`config.mk`:
```
export PLATFORM = sky130hd
export DESIGN_NAME = ucl_search
export DESIGN_NICKNAME = d
export VERILOG_FILES = /design/src/hdl/ucl_pkg.sv /design/src/hdl/ucl_search.sv
export SDC_FILE = /design/constraint.sdc
export NUM_CORES = 1
export LEC_CHECK = 0
export BUFFER_PORTS_ARGS = -buffer_cell sky130_fd_sc_hd__buf_2
export CORE_MARGIN = 1.5
export CORE_UTILIZATION = 59
export DETAILED_ROUTE_END_ITERATION = 10
export PLACE_DENSITY = 0.86
export SLEW_MARGIN = 20
export SYNTH_ARGS = -nofsm -noshare
export SYNTH_HDL_FRONTEND = slang
export SYNTH_SLANG_ARGS = --single-unit
```
`constraint.sdc`:
```
create_clock -name clk -period 5.2 [get_ports clk]
set_input_delay 0.26 -clock clk [delete_from_list [all_inputs] [get_ports clk]]
set_output_delay 0.26 -clock clk [all_outputs]
set_load 0.1 [all_outputs]
```
`src/hdl/ucl_pkg.sv`:
```
// ============================================================================
// ucl_pkg
// Shared types, codes and sizes of the UTF-8 character to clip lookup block.
// ============================================================================
package ucl_pkg;

    localparam int DICT_DEPTH_DEF = 8192;

    localparam int CMD_W     = 2;
    localparam int BYTE_W    = 8;
    localparam int SLOT_W    = 13;
    localparam int KEY_W     = 21;
    localparam int CLIP_W    = 16;
    localparam int STATUS_W  = 2;
    localparam int COUNT_W   = 16;
    localparam int ENTRIES_W = 14;
    localparam int CFG_IDX_W = 1;
    localparam int CFG_W     = 16;

    localparam logic [CMD_W-1:0] CMD_TEXT  = 2'd0;
    localparam logic [CMD_W-1:0] CMD_WRITE = 2'd1;
    localparam logic [CMD_W-1:0] CMD_START = 2'd2;

    localparam logic [STATUS_W-1:0] ST_ACCEPT  = 2'd0;
    localparam logic [STATUS_W-1:0] ST_NOMATCH = 2'd1;
    localparam logic [STATUS_W-1:0] ST_RANGE   = 2'd2;
    localparam logic [STATUS_W-1:0] ST_INVALID = 2'd3;

    localparam logic [CFG_IDX_W-1:0] REG_DICT_ENTRIES = 1'd0;
    localparam logic [CFG_IDX_W-1:0] REG_CLIP_LIMIT   = 1'd1;

    typedef struct packed {
        logic             start;
        logic [KEY_W-1:0] key;
    } search_req_t;

    typedef struct packed {
        logic              done;
        logic              found;
        logic [CLIP_W-1:0] clip;
    } search_rsp_t;

endpackage

```
`src/hdl/ucl_search.sv`:
```
// ============================================================================
// ucl_search
// Binary search sequencer: one shared compare per probe over the sorted
// dictionary, each probe a registered read (S_PROBE) then a compare (S_CMP).
// ============================================================================
module ucl_search
    import ucl_pkg::*;
#(
    parameter int DICT_DEPTH = DICT_DEPTH_DEF,
    parameter int AW         = (DICT_DEPTH > 1) ? $clog2(DICT_DEPTH) : 1,
    parameter int CW         = $clog2(DICT_DEPTH + 1)
)
(
    input  logic              clk,
    input  logic              rst_n,
    input  search_req_t       req,
    input  logic [CW-1:0]     count,
    output logic              rd_en,
    output logic [AW-1:0]     rd_addr,
    input  logic [KEY_W-1:0]  rd_key,
    input  logic [CLIP_W-1:0] rd_clip,
    output search_rsp_t       rsp
);

    typedef enum logic [1:0] {S_IDLE, S_PROBE, S_CMP} state_t;

    state_t            state_reg, state_next;
    logic [CW-1:0]     lo_reg, lo_next;
    logic [CW-1:0]     hi_reg, hi_next;
    logic [CW-1:0]     mid_reg, mid_next;
    logic [KEY_W-1:0]  key_reg, key_next;
    search_rsp_t       rsp_reg, rsp_next;
    logic [CW:0]       span_sum;
    logic [CW-1:0]     mid_comb;

    // hi_reg holds the upper bound plus one
    assign span_sum = {1'b0, lo_reg} + {1'b0, hi_reg} - {{CW{1'b0}}, 1'b1};
    assign mid_comb = span_sum[CW:1];
    assign rd_en    = (state_reg == S_PROBE) && (lo_reg < hi_reg);
    assign rd_addr  = mid_comb[AW-1:0];

    always_comb
    begin
        state_next = state_reg;
        lo_next    = lo_reg;
        hi_next    = hi_reg;
        mid_next   = mid_reg;
        key_next   = key_reg;
        rsp_next   = '0;
        case (state_reg)
            S_IDLE:
            begin
                if (req.start)
                begin
                    lo_next    = '0;
                    hi_next    = count;
                    key_next   = req.key;
                    state_next = S_PROBE;
                end
            end
            S_PROBE:
            begin
                if (lo_reg < hi_reg)
                begin
                    mid_next   = mid_comb;
                    state_next = S_CMP;
                end
                else
                begin
                    rsp_next.done = 1'b1;
                    state_next    = S_IDLE;
                end
            end
            S_CMP:
            begin
                if (rd_key == key_reg)
                begin
                    rsp_next.done  = 1'b1;
                    rsp_next.found = 1'b1;
                    rsp_next.clip  = rd_clip;
                    state_next     = S_IDLE;
                end
                else
                begin
                    if (rd_key < key_reg)
                        lo_next = mid_reg + CW'(1);
                    else
                        hi_next = mid_reg;
                    state_next = S_PROBE;
                end
            end
            default:
            begin
                state_next = S_IDLE;
            end
        endcase
    end

    always_ff @(posedge clk or negedge rst_n)
    begin
        if (!rst_n)
        begin
            state_reg <= S_IDLE;
            rsp_reg   <= '0;
        end
        else
        begin
            state_reg <= state_next;
            rsp_reg   <= rsp_next;
        end
    end

    always_ff @(posedge clk)
    begin
        lo_reg  <= lo_next;
        hi_reg  <= hi_next;
        mid_reg <= mid_next;
        key_reg <= key_next;
    end

    assign rsp = rsp_reg;

    assert property (@(posedge clk) disable iff (!rst_n)
        rsp_reg.found |-> rsp_reg.done)
        else $error("search reported a match without completion");

    assert property (@(posedge clk) disable iff (!rst_n)
        (state_reg == S_CMP) |=> (state_reg == S_PROBE) || rsp_reg.done)
        else $error("compare step neither advanced nor finished");

    assert property (@(posedge clk) disable iff (!rst_n)
        rd_en |-> (mid_comb < count) || (state_reg != S_PROBE))
        else $error("probe address beyond the entry count");

endmodule

```
==> impl_metrics.yaml <==
outcome:
  outcome: "completed"
grt:
  grt_overflow: 0
  grt_start_max_net_pins: 37
  grt_pass1_wl_um: 16590
  grt_pass1_vias: 3650
  grt_usage: 0.2445
  antenna_found_initial: 0
logic_synthesis:
  netlist_area_um2: 4967
  ys_ff_latch: 83
  yosysSeqAreaShare: 0.4816
  yosysWarningCount: 0
  syn-num-nets: 590
  async_flop_share: 0.2410
  avgSynthCellArea_um2: 11.06
  synth_flop_cell: "edfxtp_1"
  synthCells: 449
  synth_cell_types: 47
  synth_edf_count: 63
die:
  die_h_um: 94.76
  fp.dieW_um: 94.76
  placementRows: 33
  die-area_um2: 8979
  core_um2: 8175
  ios: 107
  start_util: 0.6076
sta:
  clock_skew_ns: 0.01405
  fmax_mhz: 271.2
  tightest_slew_ns: 0.8890
  finalHoldViolCount: 0
  grt_setup_unrepaired: "false"
  final_max_slew_viol_count: 0
  maxSlewHeadroom: 0.4073
  fin_crit_sh: 0.7090
  tns_ns: 0
  post-route-min-period_ns: 3.687
  setup_viol: 0
route:
  avgRoutedWirePerCell_um: 15.87
  drt-vias-per-instance: 5.389
  vias: 3562
  drc: 0
  wl_um: 10490
  drtIter0Drc: 207
  drtAntennaViolNets: 0
  dr.pass1.iters: 4
clock_tree:
  cts_setup_buffers: 0
  cts_buffer_depth: 2
  cts_resized: 0
  cts_tree: "yes"
  path_clk_slew_ns: 0.09
  clock_latency_ns: 0.35
  cts.sinks: 83
  cts_root_buffer: "clkbuf_8"
  h-tree-depth: 3
  cts_made_buffers: 9
worst_hold_path:
  hold_path.class: "input port to register"
finish:
  final_common_cell: "buf_2"
  fin_nets: 692
  area_delta_synth_final_pct: 15.79
  register_area_um2: 2392
  fillers: 585
  drive_gt1_frac: 0.2644
  n_antenna_cell: 0
  multi_input_area_um2: 2148
  largest_reg_flops: 21
  final_cell_mix: "buf_2, inv_1, ha_1, edfxtp_1, and3_1"
placed_design:
  routabilityCongestion: 0.8525
  hpwl_um: 7931
  portBuffers: 106
setup_path:
  crit_path_end_kind: "output port"
  path_cells: "inv_1 -> ha_1 -> inv_1 -> ha_1 -> fa_1 -> a21oi_1 -> o2111ai_1 -> and3_1 -> o21a_1 -> nor2_1 -> xnor2_1 -> buf_2"
  crit_path_start_kind: "register"
  slowest_stage: "buf_2"
  worst-path-buf-inv: 3
  required_ns: 4.94
  cpLargestDelayFamily: "adder cells"
  critPathMaxFanout: 3
  cp.arrival_ns: 3.43
  worstSetupPathType: "register to output port"
  critPathMaxStageDelay_ns: 0.47
job:
  maxCapViolCount: 0
worst reg2reg max path: cells and delay by family, from the launching register on:
| kind | cells | cell delay, ns |
|---|---|---|
| xor+xnor | 1 | 0.10 |
| fa+ha+maj | 3 | 0.96 |
| buf+inv | 2 | 0.09 |
| compound gates | 3 | 0.68 |
| simple gates | 2 | 0.36 |
| flops | 1 | 0.36 |
worst paths after layout:
| kind | from | end | slack, ns | cells past startpoint |
|---|---|---|---|---|
| min in group asynchronous | rst_n | rsp[0]$_DFF_PN0_ | 0.40 | 2 |
| worst min register to register | mid_reg[7]$_DFFE_PP_ | hi_reg[7]$_DFFE_PP_ | 0.63 | 1 |
| worst min-delay path | req[11] | key_reg[11]$_DFFE_PP_ | 0.07 | 1 |
| worst max-delay path | lo_reg[1]$_SDFFCE_PN0P_ | rd_addr[10] | 1.51 | 12 |
| worst max register to register | lo_reg[1]$_SDFFCE_PN0P_ | mid_reg[10]$_DFFE_PP_ | 2.40 | 11 |
| max in group asynchronous | rst_n | state_reg[1]$_DFFE_PN0N_ | 4.50 | 2 |
cell type report:
type                       count  share of cell area
inverter                      82             0.05351
clock buffer                  11             0.02828
sequential                    83              0.4159
timing repair buffer         111             0.09920
multi-input combinational    264              0.3735
tap                          105             0.02284
clock inverter                 5            0.006744
Yosys cell counts, types with 5 or more instances:
| cell | n | area, um^2 |
|---|---|---|
| dfrtp_1 | 20 | 500.5 |
| and3_1 | 26 | 162.7 |
| xor2_1 | 10 | 87.58 |
| clkbuf_1 | 6 | 22.52 |
| and2_1 | 6 | 37.54 |
| nor3_1 | 7 | 35.03 |
| mux2_2 | 14 | 157.7 |
| a21oi_1 | 19 | 95.09 |
| xnor2_1 | 11 | 96.34 |
| a21o_1 | 5 | 37.54 |
| nor2_1 | 22 | 82.58 |
| buf_4 | 13 | 97.59 |
| edfxtp_1 | 63 | 1892 |
| inv_1 | 82 | 307.8 |
| ha_1 | 65 | 813.3 |
| nand2_1 | 13 | 48.80 |
| nand3_1 | 10 | 50.05 |
| o21ai_0 | 10 | 50.05 |
cell families after synthesis:
kind of cell | count (synthesis) | synth area share
AOI/OAI and AO/OA | 60 | 0.08237
xor gates and xnor gates | 21 | 0.03703
buffers and inverters | 102 | 0.08690
muxes | 15 | 0.03375
DFF | 83 | 0.4816
adders and majority gates | 66 | 0.1678
and+or+nand+nor | 102 | 0.1106
metrics by stage:
| stage | area (um^2) | hold WS (ns) | util | cells | setup slack, ns |
|---|---|---|---|---|---|
| 2_1_floorplan | 4967 | -0.03559 | - | 449 | 2.175 |
| 3_3_place_gp | 5540 | 0.2117 | 0.6777 | 644 | 2.015 |
| 3_5_place_dp | 5540 | 0.2208 | 0.6777 | 644 | 1.966 |
| 4_1_cts | 5752 | 0.06044 | 0.7036 | 661 | 1.535 |
| 5_1_grt | 5752 | 0.05042 | 0.7036 | 661 | 1.387 |
| 6_report | 5752 | 0.07140 | 0.7036 | 661 | 1.513 |
repair_timing:
action | in CTS | in global routing
hold buffers | 1 | 0
endpoints found under the setup margin | 0 | 0
hold endpoints to repair | 20 | 0
per-layer routing:
layer  wire (um)  part of all wire  vias to the layer above  track usage
met5           0                 0                        -            0
met1        4276              0.41                     1687       0.2939
met4         186             0.018                        0      0.09453
met3         664             0.063                       16      0.05475
met2        5361              0.51                      127       0.4250
li1            -                 -                     1732            -
Power is not shown: default switching activity piles up to over one toggle a cycle in this logic, so the estimate is an artifact.
